===== config.mk =====
export PLATFORM = sky130hd
export DESIGN_NAME = threshold_color_map_table
export DESIGN_NICKNAME = d
export VERILOG_FILES = /design/src/tcm_pkg.sv /design/src/threshold_color_map_table.sv /design/src/tcm_cell.sv /design/src/tcm_chain.sv
export SDC_FILE = /design/constraint.sdc
export NUM_CORES = 2
export LEC_CHECK = 0
export BUFFER_PORTS_ARGS = -buffer_cell sky130_fd_sc_hd__buf_4
export CAP_MARGIN = 15
export CELL_PAD_IN_SITES_DETAIL_PLACEMENT = 1
export CELL_PAD_IN_SITES_GLOBAL_PLACEMENT = 2
export CORE_ASPECT_RATIO = 0.5
export CORE_MARGIN = 2
export CORE_UTILIZATION = 45
export CTS_BUF_LIST = sky130_fd_sc_hd__clkbuf_8 sky130_fd_sc_hd__clkbuf_16
export CTS_CLUSTER_SIZE = 24
export DETAILED_ROUTE_END_ITERATION = 12
export GPL_ROUTABILITY_DRIVEN = 1
export PLACE_DENSITY_LB_ADDON = 0.1
export SYNTH_ARGS = -nofsm -noshare
export SYNTH_HDL_FRONTEND = slang
export SYNTH_SLANG_ARGS = --single-unit
export TNS_END_PERCENT = 1

===== constraint.sdc =====
create_clock -name clk -period 11.6 [get_ports clk]
set_input_delay 1.74 -clock clk [delete_from_list [all_inputs] [get_ports clk]]
set_output_delay 1.74 -clock clk [all_outputs]
set_load 0.1 [all_outputs]

===== src/tcm_pkg.sv =====
// ----------------------------------------------------------------------------
// tcm_pkg
// shared types, sizes and codes for the threshold color map table
// ----------------------------------------------------------------------------
package tcm_pkg;

  localparam int ENTRIES    = 16;
  localparam int VALUE_BITS = 16;
  localparam int IDX_BITS   = (ENTRIES > 1) ? $clog2(ENTRIES) : 1;
  localparam int CNT_BITS   = $clog2(ENTRIES + 1);
  localparam int COLOR_BITS = 24;

  // operation codes
  localparam logic OP_ADD    = 1'b0;
  localparam logic OP_LOOKUP = 1'b1;

  // status codes
  localparam logic [2:0] ST_OK         = 3'd0;
  localparam logic [2:0] ST_REJECT     = 3'd1;
  localparam logic [2:0] ST_DONE_VALID = 3'd2;
  localparam logic [2:0] ST_DONE_DUP   = 3'd3;
  localparam logic [2:0] ST_NOT_READY  = 3'd4;

  typedef struct packed {
    logic        operation;
    logic [15:0] lower_bound;
    logic [7:0]  red;
    logic [7:0]  green;
    logic [7:0]  blue;
    logic [15:0] query_value;
  } tcm_req_t;

  typedef struct packed {
    logic [2:0] status;
    logic [7:0] red_out;
    logic [7:0] green_out;
    logic [7:0] blue_out;
  } tcm_rsp_t;

  // entry write broadcast to the cells
  typedef struct packed {
    logic                  en;
    logic [IDX_BITS-1:0]   index;
    logic [VALUE_BITS-1:0] bound;
    logic [COLOR_BITS-1:0] color;
  } tcm_wr_t;

  // token walking down the chain: a lookup or one duplicate probe
  typedef struct packed {
    logic                  valid;
    logic                  is_dup;
    logic [VALUE_BITS-1:0] value;
    logic [IDX_BITS-1:0]   src;
    logic                  found;
    logic [VALUE_BITS-1:0] best;
    logic [COLOR_BITS-1:0] color;
    logic                  dup;
  } tcm_tok_t;

  // fit a 16-bit field to the value width
  function automatic logic [VALUE_BITS-1:0] to_value(input logic [15:0] field);
    logic [31:0] wide;
    wide = {16'b0, field};
    return wide[VALUE_BITS-1:0];
  endfunction

endpackage


===== src/threshold_color_map_table.sv =====
// ----------------------------------------------------------------------------
// threshold_color_map_table
// piecewise constant color lookup over a table of threshold entries
// ----------------------------------------------------------------------------
// Requests are taken one at a time. An add that is stored or rejected, and a
// lookup on a table that is not ready, answer through the output register
// alone. A lookup walks a token down the row of ENTRIES cells, one cell per
// cycle, each cell keeping the best bound not above the query, and answers
// when the token leaves the row. The add that fills the last entry launches
// one duplicate probe per entry into the same row, one per cycle, and answers
// once the last probe leaves. Results sit in an output register backed by one
// spare slot, so a new request is taken while a result still waits to be
// picked up. There is no clearing pass: entries are only read once all of
// them were written.
// ----------------------------------------------------------------------------
module threshold_color_map_table
  import tcm_pkg::*;
(
  input  logic     clk,
  input  logic     rst,
  input  logic     req_valid,
  output logic     req_ready,
  input  tcm_req_t req,
  output logic     rsp_valid,
  input  logic     rsp_ready,
  output tcm_rsp_t rsp
);

  // control states
  localparam logic [1:0] S_IDLE = 2'd0;  // ready for a request
  localparam logic [1:0] S_FEED = 2'd1;  // launching duplicate probes
  localparam logic [1:0] S_WAIT = 2'd2;  // tokens still in the row

  logic [1:0]                         state;
  logic [CNT_BITS-1:0]                entry_count;
  logic                               table_ready;
  logic [IDX_BITS-1:0]                feed_idx;
  logic                               dup_acc;
  logic                               skid_valid;
  tcm_rsp_t                           skid;

  logic                               accept;
  logic                               is_lookup;
  logic                               table_full;
  logic                               completing;
  logic                               dup_any;
  logic                               last_probe;
  logic                               rsp_pop;
  logic                               push;
  tcm_rsp_t                           push_data;
  tcm_wr_t                            wr;
  tcm_tok_t                           head;
  tcm_tok_t                           tail;
  logic [ENTRIES-1:0][VALUE_BITS-1:0] bound_taps;

  assign req_ready  = (state == S_IDLE) && !skid_valid;
  assign accept     = req_valid && req_ready;
  assign is_lookup  = (req.operation == OP_LOOKUP);
  assign table_full = (entry_count == CNT_BITS'(ENTRIES));
  assign completing = (entry_count == CNT_BITS'(ENTRIES - 1));
  assign dup_any    = dup_acc | tail.dup;
  assign last_probe = (tail.src == IDX_BITS'(ENTRIES - 1));
  assign rsp_pop    = rsp_valid && rsp_ready;

  // request decode, token launch and result generation
  always_comb begin
    head      = '0;
    wr        = '0;
    push      = 1'b0;
    push_data = '0;

    if (state == S_FEED) begin
      // one duplicate probe per entry
      head.valid  = 1'b1;
      head.is_dup = 1'b1;
      head.value  = bound_taps[feed_idx];
      head.src    = feed_idx;
    end else if (accept) begin
      if (is_lookup) begin
        if (table_ready) begin
          head.valid = 1'b1;
          head.value = to_value(req.query_value);
        end else begin
          push             = 1'b1;
          push_data.status = ST_NOT_READY;
        end
      end else if (table_ready || table_full) begin
        push             = 1'b1;
        push_data.status = ST_REJECT;
      end else begin
        wr.en    = 1'b1;
        wr.index = entry_count[IDX_BITS-1:0];
        wr.bound = to_value(req.lower_bound);
        wr.color = {req.red, req.green, req.blue};
        // the filling add answers after the duplicate sweep
        if (!completing) begin
          push             = 1'b1;
          push_data.status = ST_OK;
        end
      end
    end

    // tokens leaving the end of the row
    if (tail.valid) begin
      if (!tail.is_dup) begin
        // color stays zero when no bound was at or below the query
        push                = 1'b1;
        push_data.status    = ST_OK;
        push_data.red_out   = tail.color[23:16];
        push_data.green_out = tail.color[15:8];
        push_data.blue_out  = tail.color[7:0];
      end else if (last_probe) begin
        push             = 1'b1;
        push_data.status = dup_any ? ST_DONE_DUP : ST_DONE_VALID;
      end
    end
  end

  tcm_chain u_chain (
    .clk        (clk),
    .rst        (rst),
    .wr         (wr),
    .tok_in     (head),
    .tok_out    (tail),
    .bound_taps (bound_taps)
  );

  // control state
  always_ff @(posedge clk) begin
    if (rst) begin
      state       <= S_IDLE;
      entry_count <= '0;
      table_ready <= 1'b0;
      feed_idx    <= '0;
      dup_acc     <= 1'b0;
    end else begin
      case (state)
        S_IDLE: begin
          if (wr.en && completing) begin
            state    <= S_FEED;
            feed_idx <= '0;
            dup_acc  <= 1'b0;
          end else if (head.valid) begin
            state <= S_WAIT;
          end
        end
        S_FEED: begin
          feed_idx <= feed_idx + IDX_BITS'(1);
          if (feed_idx == IDX_BITS'(ENTRIES - 1)) begin
            state <= S_WAIT;
          end
        end
        S_WAIT: begin
        end
        default: begin
          state <= S_IDLE;
        end
      endcase

      if (wr.en) begin
        entry_count <= entry_count + CNT_BITS'(1);
      end

      if (tail.valid) begin
        if (tail.is_dup) begin
          dup_acc <= dup_any;
          if (last_probe) begin
            table_ready <= !dup_any;
            state       <= S_IDLE;
          end
        end else begin
          state <= S_IDLE;
        end
      end
    end
  end

  // output register with one spare slot behind it
  always_ff @(posedge clk) begin
    if (rst) begin
      rsp_valid  <= 1'b0;
      skid_valid <= 1'b0;
    end else if (skid_valid) begin
      if (rsp_pop) begin
        skid_valid <= 1'b0;
      end
    end else if (push) begin
      if (rsp_valid && !rsp_pop) begin
        skid_valid <= 1'b1;
      end else begin
        rsp_valid <= 1'b1;
      end
    end else if (rsp_pop) begin
      rsp_valid <= 1'b0;
    end
  end

  always_ff @(posedge clk) begin
    if (skid_valid) begin
      if (rsp_pop) begin
        rsp <= skid;
      end
    end else if (push) begin
      if (rsp_valid && !rsp_pop) begin
        skid <= push_data;
      end else begin
        rsp <= push_data;
      end
    end
  end

endmodule


===== src/tcm_cell.sv =====
// ----------------------------------------------------------------------------
// tcm_cell
// one table entry plus one token stage of the compare chain
// ----------------------------------------------------------------------------
module tcm_cell
  import tcm_pkg::*;
(
  input  logic                  clk,
  input  logic                  rst,
  input  logic [IDX_BITS-1:0]   cell_index,
  input  tcm_wr_t               wr,
  input  tcm_tok_t              tok_in,
  output tcm_tok_t              tok_out,
  output logic [VALUE_BITS-1:0] bound_tap
);

  logic [VALUE_BITS-1:0] bound;
  logic [COLOR_BITS-1:0] color;
  tcm_tok_t              tok_next;

  always_ff @(posedge clk) begin
    if (wr.en && wr.index == cell_index) begin
      bound <= wr.bound;
      color <= wr.color;
    end
  end

  always_comb begin
    tok_next = tok_in;
    if (tok_in.is_dup) begin
      // probe from another entry with the same bound
      if (tok_in.src != cell_index && tok_in.value == bound) begin
        tok_next.dup = 1'b1;
      end
    end else if (bound <= tok_in.value && (!tok_in.found || bound > tok_in.best)) begin
      tok_next.found = 1'b1;
      tok_next.best  = bound;
      tok_next.color = color;
    end
  end

  always_ff @(posedge clk) begin
    if (rst) begin
      tok_out <= '0;
    end else begin
      tok_out <= tok_next;
    end
  end

  assign bound_tap = bound;

endmodule


===== src/tcm_chain.sv =====
// ----------------------------------------------------------------------------
// tcm_chain
// row of entry cells, tokens step one cell per cycle
// ----------------------------------------------------------------------------
module tcm_chain
  import tcm_pkg::*;
(
  input  logic                                clk,
  input  logic                                rst,
  input  tcm_wr_t                             wr,
  input  tcm_tok_t                            tok_in,
  output tcm_tok_t                            tok_out,
  output logic [ENTRIES-1:0][VALUE_BITS-1:0]  bound_taps
);

  tcm_tok_t link [ENTRIES+1];

  assign link[0] = tok_in;

  for (genvar i = 0; i < ENTRIES; i++) begin : g_cell
    tcm_cell u_cell (
      .clk        (clk),
      .rst        (rst),
      .cell_index (IDX_BITS'(i)),
      .wr         (wr),
      .tok_in     (link[i]),
      .tok_out    (link[i+1]),
      .bound_tap  (bound_taps[i])
    );
  end

  assign tok_out = link[ENTRIES];

endmodule


# == Word-level counts from Yosys, hierarchy flattened ==
# Index checks and enable logic that the tools add are counted.
# op_classes
add_sub_neg,2
n_mul,0
div_mod_pow,0
n_lt_le_gt_ge,32
n_eq_ne,56
shifts,0
muxes,121
bitwise_logic,4
n_reduce_logical,100
# ops
op,n
41-bit two-way mux,29
16-bit equality test,16
16-bit less-or-equal comparator,16
16-bit > comparator,15
45-bit two-way mux,4
27-bit two-way mux,5
16-bit two-way mux,5
24-bit two-way mux,3
16-bit binary-select mux with 4-bit select,1
1-bit two-way mux,58
1-bit logical AND,52
"4-bit equality test, second input constant",10
"4-bit != test, second input constant",8
1-bit zero test,18
3-bit two-way mux,6
"4-bit by 3-bit equality test with 1-bit output, second input constant",4
1-bit logical OR,16
"4-bit by 3-bit != test with 1-bit output, second input constant",4
2-bit two-way mux,6
3-bit AND reduction,4
"4-bit by 2-bit equality test with 1-bit output, second input constant",2
4-bit two-way mux,2
"4-bit by 2-bit != test with 1-bit output, second input constant",2
4-bit one-hot mux with 2 select lines,1
21 further kinds,28
# word_totals
reg_bits,1700
latchBits,0
ram_bits,0
rom_bits,0
wordCells,487
mem_count,0

# == Logic depth before layout (Yosys ltp) ==
# logic_depth
depth_word,12
depth_mapped,15

# == Cells and area by module ==
# A second synthesis with hierarchy kept.
# unflattened
hier_cells,6821
hier_area_um2,77847.2
# by_module_without_submodules
module,instances,cells_per_inst,area_each_um2
tcm_cell at u_chain.g_cell[0].u_cell ...,15,393,4514.3
threshold_color_map_table,1,531,5560.3
tcm_cell at u_chain.g_cell[9].u_cell,1,393,4564.4
tcm_chain,1,2,7.5

# == Least setup slack after synthesis ==
# Ideal clock, no wire load.
# synth_path
kind,input port to flip-flop
startpoint,in req_valid
endpoint,"reg u_chain.g_cell[1].u_cell.bound[0], enable pin"
setup_time_ns,0.487
arrival_ns,5.751
t_required_ns,11.113
setup_slack_ns,5.362
cell_stages,6
path_buffers,1
path_cell_list,nor4b_1 -> nor2b_1 -> and2_1 -> buf_2 -> nand3_1 -> nor3_1
# synth_between
elab_chain_len,5
# synth_rtl
item,line,rtl
"start, declared",threshold_color_map_table.sv:21,"input logic req_valid,"
1-bit logical AND *,threshold_color_map_table.sv:57,assign accept = req_valid && req_ready;
45-bit two-way mux *,threshold_color_map_table.sv:78,end else if (accept) begin
45-bit two-way mux *,threshold_color_map_table.sv:72,if (state == S_FEED) begin
4-bit by 1-bit equality test with 1-bit output,tcm_cell.sv:22,if (wr.en && wr.index == cell_index) begin
1-bit logical AND *,tcm_cell.sv:22,
"end signal, assigned",tcm_cell.sv:23,bound <= wr.bound;
"end, declared",tcm_cell.sv:17,logic [VALUE_BITS-1:0] bound;
# Every way passes the cells marked *; elsewhere a longest branch is shown, timed or not.
# A chain may end at the register's enable or synchronous reset.

# == Worst setup path after layout ==
# layout_path
startpoint,reg feed_idx[0]
endpoint,reg u_chain.g_cell[0].u_cell.tok_out[25] (netlist bit)
# layout_between
elab_chain_len,6
# layout_rtl
item,line,rtl
"start, declared",threshold_color_map_table.sv:37,logic [IDX_BITS-1:0] feed_idx;
"start signal, assigned",threshold_color_map_table.sv:148,feed_idx <= feed_idx + IDX_BITS'(1);
16-bit binary-select mux with 4-bit select,threshold_color_map_table.sv:76,head.value = bound_taps[feed_idx];
16-bit two-way mux (not written as such),threshold_color_map_table.sv:76,
16-bit two-way mux,threshold_color_map_table.sv:72,
16-bit less-or-equal comparator,tcm_cell.sv:35,end else if (bound <= tok_in.value && (!tok_in.found || bound > tok_in.best)) begin
1-bit NOT (no source line),--,
3-bit OR reduction (no source line),--,
"end signal, assigned",tcm_cell.sv:46,tok_out <= tok_next;
"end, declared",tcm_cell.sv:13,"output tcm_tok_t tok_out,"
# No other way between the ends. The select of a mux whose other input is x is not followed.

==> summary.md <==
| Metric | Value |
|---|---|
| Slowest cell delay on critical path | 0.78 ns |
| Sink Count | 1700 |
| Die extent in y | about 290 µm |
| Total power | ~12 mW |
| Port Buffers | just under 90 |
| R2R setup slack | 6.75 ns |
| Share of the synthesized area in the top cell type | 0.283 |
| Routed vias | 47300 |
| Max-cap violations | 0 |
| Adder-Cell Fraction of Synth Area | 0.0848 |
| Worst r2r path cells | 11 |
| Synth top area cells | edfxtp_1 28%, dfxtp_1 27%, nand2b_1 9.8%, ha_1 8.5%, mux2i_1 7.7% |
| Final setup fails | 0 |
| Total CTS buffers | 164 |
| Initial DRT Pass Iterations | 5 |
| Crit start category | flip-flop |
| Drt drc | 0 |
| Pin count of the biggest net entering global routing | around 240 |
| Vias per cell | 5.46 |
| DP Area | 0.0768 mm² |
| FP Rows | about 100 |
| Outcome | finished clean |
| Syn nets | 6903 |
| H-tree depth | 4 |
| Hold Path Origin | u_chain.g_cell[10].u_cell.tok_out[22]$_SDFF_PP0_ |
| Mux share of post-synthesis cell area | 0.106 |
| Remaining global-route overflow | 0 |
| Synth Instances | 6342 |
| Placed instance count | 8365 |
| Crit-path leading delay family | multiplexers |
| CP Cell Sequence | buf_4 -> mux4_2 -> mux4_2 -> a22oi_1 -> ha_1 -> a21o_1 -> a21o_1 -> a21oi_1 -> or2_2 -> nand4_1 -> o21ai_0 |
| Most frequent cells in the layout | 1153 x nand2b_1, 1003 x dfxtp_1, 694 x edfxtp_1, 570 x mux2i_1, 552 x inv_1 |
| Crit path required time | 12.29 ns |
| Core Box Area | 0.162 mm² |
| Final setup skew | 0.0635 ns |
| Gr usage total | 0.267 |
| DR iter-0 viols | about 4300 |
| Starting Density | 0.456 |
| Critical R2R Capture | u_chain.g_cell[0].u_cell.tok_out[25]$_SDFF_PP0_ |
| Most area-hungry cell type in the Yosys netlist | edfxtp_1 |
| Gpl congestion | approximately 0.90 |
| Synth cell types | 66 |
| Slew headroom | 0.135 |
| Initial antenna violation count | 34 |
| Worst vdd ir | 0.126 mV |
| Synth Area in Compound Gates | 0.0454 |
| Critical Path AT | roughly 5.5 ns |
| First-pass GRT wire length | about 330000 µm |
| Worst hold path stage count | 2 |
| Final instance area | 0.0819 mm² |
| Total Wirelength | between 200000 and 250000 µm |
| Clk buf depth | 4 |
| Slew @ Worst Pin | around 1.3 ns |
| Setup crit end kind | flip-flop |
| Hold EP | u_chain.g_cell[11].u_cell.tok_out[22]$_SDFF_PP0_ |
| Setup TNS | 0 ns |
| Routed Antenna Nets | 0 |
| Crit Reg-Reg Startpoint | feed_idx[0]$_SDFFE_PP0P_ |
| Fraction of layout cells with a size suffix above 1 | 0.0874 |
| Synth Cell Area | 0.0738 mm² |
| Layout area overhead | 11.1% |
| Bufs and invs on worst path | 1 |
| Hold WC Path Type | reg -> reg |
| Unrepaired setup endpoints after global routing | false |
| Wire per inst | 26.1 µm |
| HPWL after DPL | 166000 µm |
| I/O pins | 90 |
| Final cycle utilization of the critical path | 0.418 |
| Max Freq | 206 MHz |
| Number of synthesized flops with an enable pin | 694 |
| Crit. Startpoint | feed_idx[0]$_SDFFE_PP0P_ |
| Critical path's slowest cell | dfxtp_4 |
| Post-synthesis async set-or-reset flop share | 0 |
| Final hold violations | 0 |
| Post-CTS Resized | 0 |
| Clock Latency Late Sink | between 0.8 and 0.9 ns |
| Xor and xnor area share after synthesis | 0.000475 |
| Critical path class | reg -> reg |
| CTS tree | built |
| Sequential area share after synthesis | 0.556 |
| Clk slew on worst S/H paths | 0.06 ns |
| Final period demand of the worst path | 4.85 ns |
| Postcts setup bufs | 0 |
| Simple-gate share of the synthesized area | 0.166 |
| P per Cell Area | 147 mW/mm² |
| Die width | 577 µm |
| Die Footprint | 0.167 mm² |
| Layout Cells excl Fill | 8658 |
| Ys Warns | 0 |
| Main combinational cell family by area after synthesis | simple AND/OR/NAND/NOR gates |
| Cts hold-fix bufs | 0 |
| Vias in the first global route | slightly below 50000 |
| Nets | 6919 |
| Maximum fanout along the worst path | 41 |
| Lkg Pwr | approximately 30 nW |
| CTS Root Cell | clkbuf_16 |
| Final Max Slew Viols | 0 |
| Commonest non-fill, non-tap cell in the layout | nand2b_1 |
| Mean area per synthesized cell | 11.6 µm² |
| Prevailing post-synth register cell | dfxtp_1 |
| Yosys reg bits | 1700 |
-- how the worst max path moves through the flow --
stage                                                       to  cells after the start
4_1_cts        u_chain.g_cell[0].u_cell.tok_out[28]$_SDFF_PP0_                     11
5_1_grt        u_chain.g_cell[0].u_cell.tok_out[28]$_SDFF_PP0_                     11
3_3_place_gp      u_chain.g_cell[9].u_cell.color[12]$_DFFE_PP_                      7
6_report       u_chain.g_cell[0].u_cell.tok_out[25]$_SDFF_PP0_                     11
2_1_floorplan  u_chain.g_cell[1].u_cell.bound_tap[0]$_DFFE_PP_                      6
3_5_place_dp      u_chain.g_cell[9].u_cell.color[12]$_DFFE_PP_                      7
-- power by group --
group	leakage [nW]	total [mW]	switching, mW	internal [mW]
Sequential	14.8	6.33	0.0445	6.29
Combinational	12.6	0.526	0.350	0.176
Clock	2.71	5.22	2.34	2.88
Total	30.1	12.1	2.74	9.34
-- logic make-up after synthesis --
group,after synthesis
multiplexers,675
buffers and inverters,805
adder cells (fa/ha/maj),500
XOR/XNOR,4
AO/OA/AOI/OAI,526
flip-flops,1700
AND/OR/NAND/NOR,2132
-- worst register-to-register path, cell delays in order (launching register included) --
cell and delay (ns):
dfxtp_4 0.78, buf_4 0.65, mux4_2 0.66, mux4_2 0.46, a22oi_1 0.28, ha_1 0.31
a21o_1 0.19, a21o_1 0.17, a21oi_1 0.12, or2_2 0.72, nand4_1 0.18, o21ai_0 0.25
-- area by class of cell --
type	instances	area (µm²)
diodes	1	2.50
repair buffers	153	1190
multi-input cells	3837	30000
clock buffers	190	4540
fillers	16700	79900
well taps	2173	2720
flip-flops and latches	1700	41000
clock inverters	102	593
inverters	502	1880
-- cells in the mapped netlist, types with 32 or more instances --
library cell / instances
a31oi_1: 32
mux4_2: 80
a21oi_1: 191
o21ai_0: 97
inv_1: 502
nor2_1: 328
a21o_1: 45
nand2b_1: 1153
dfxtp_1: 1006
nor2b_1: 141
mux2i_1: 570
and3_1: 69
clkbuf_1: 232
nand3_1: 67
edfxtp_1: 694
ha_1: 500
nand4_1: 169
buf_2: 56
nand2_1: 96
-- flip-flops by register name, summed over array words and instances (netlist names) --
name	flops
skid_valid	1
rsp	27
rsp_valid	1
u_chain.g_cell.u_cell.tok_out	991
u_chain.g_cell.u_cell.color	384
skid	27
entry_count	5
dup_acc	1
table_ready	1
u_chain.g_cell.u_cell.bound_tap	256
state	2
feed_idx	4
-- per-stage QoR --
step	worst slack [ns]	hold WS, ns	util
finish	6.75	0.418	0.506
global placement	6.43	0.428	0.474
floorplan	5.36	0.413	-
detailed placement	6.24	0.427	0.474
global route	6.47	0.435	0.506
CTS	6.78	0.420	0.506
-- routing by layer --
metal | GRT usage | up-vias | part of all wire
met1 | 0.402 | 23700 | 0.49
met2 | 0.388 | 1414 | 0.41
li1 | - | 21900 | -
met3 | 0.0507 | 344 | 0.070
met5 | 0 | - | 0.000057
met4 | 0.0782 | 2 | 0.031
Power figures use the tool's default switching activity.
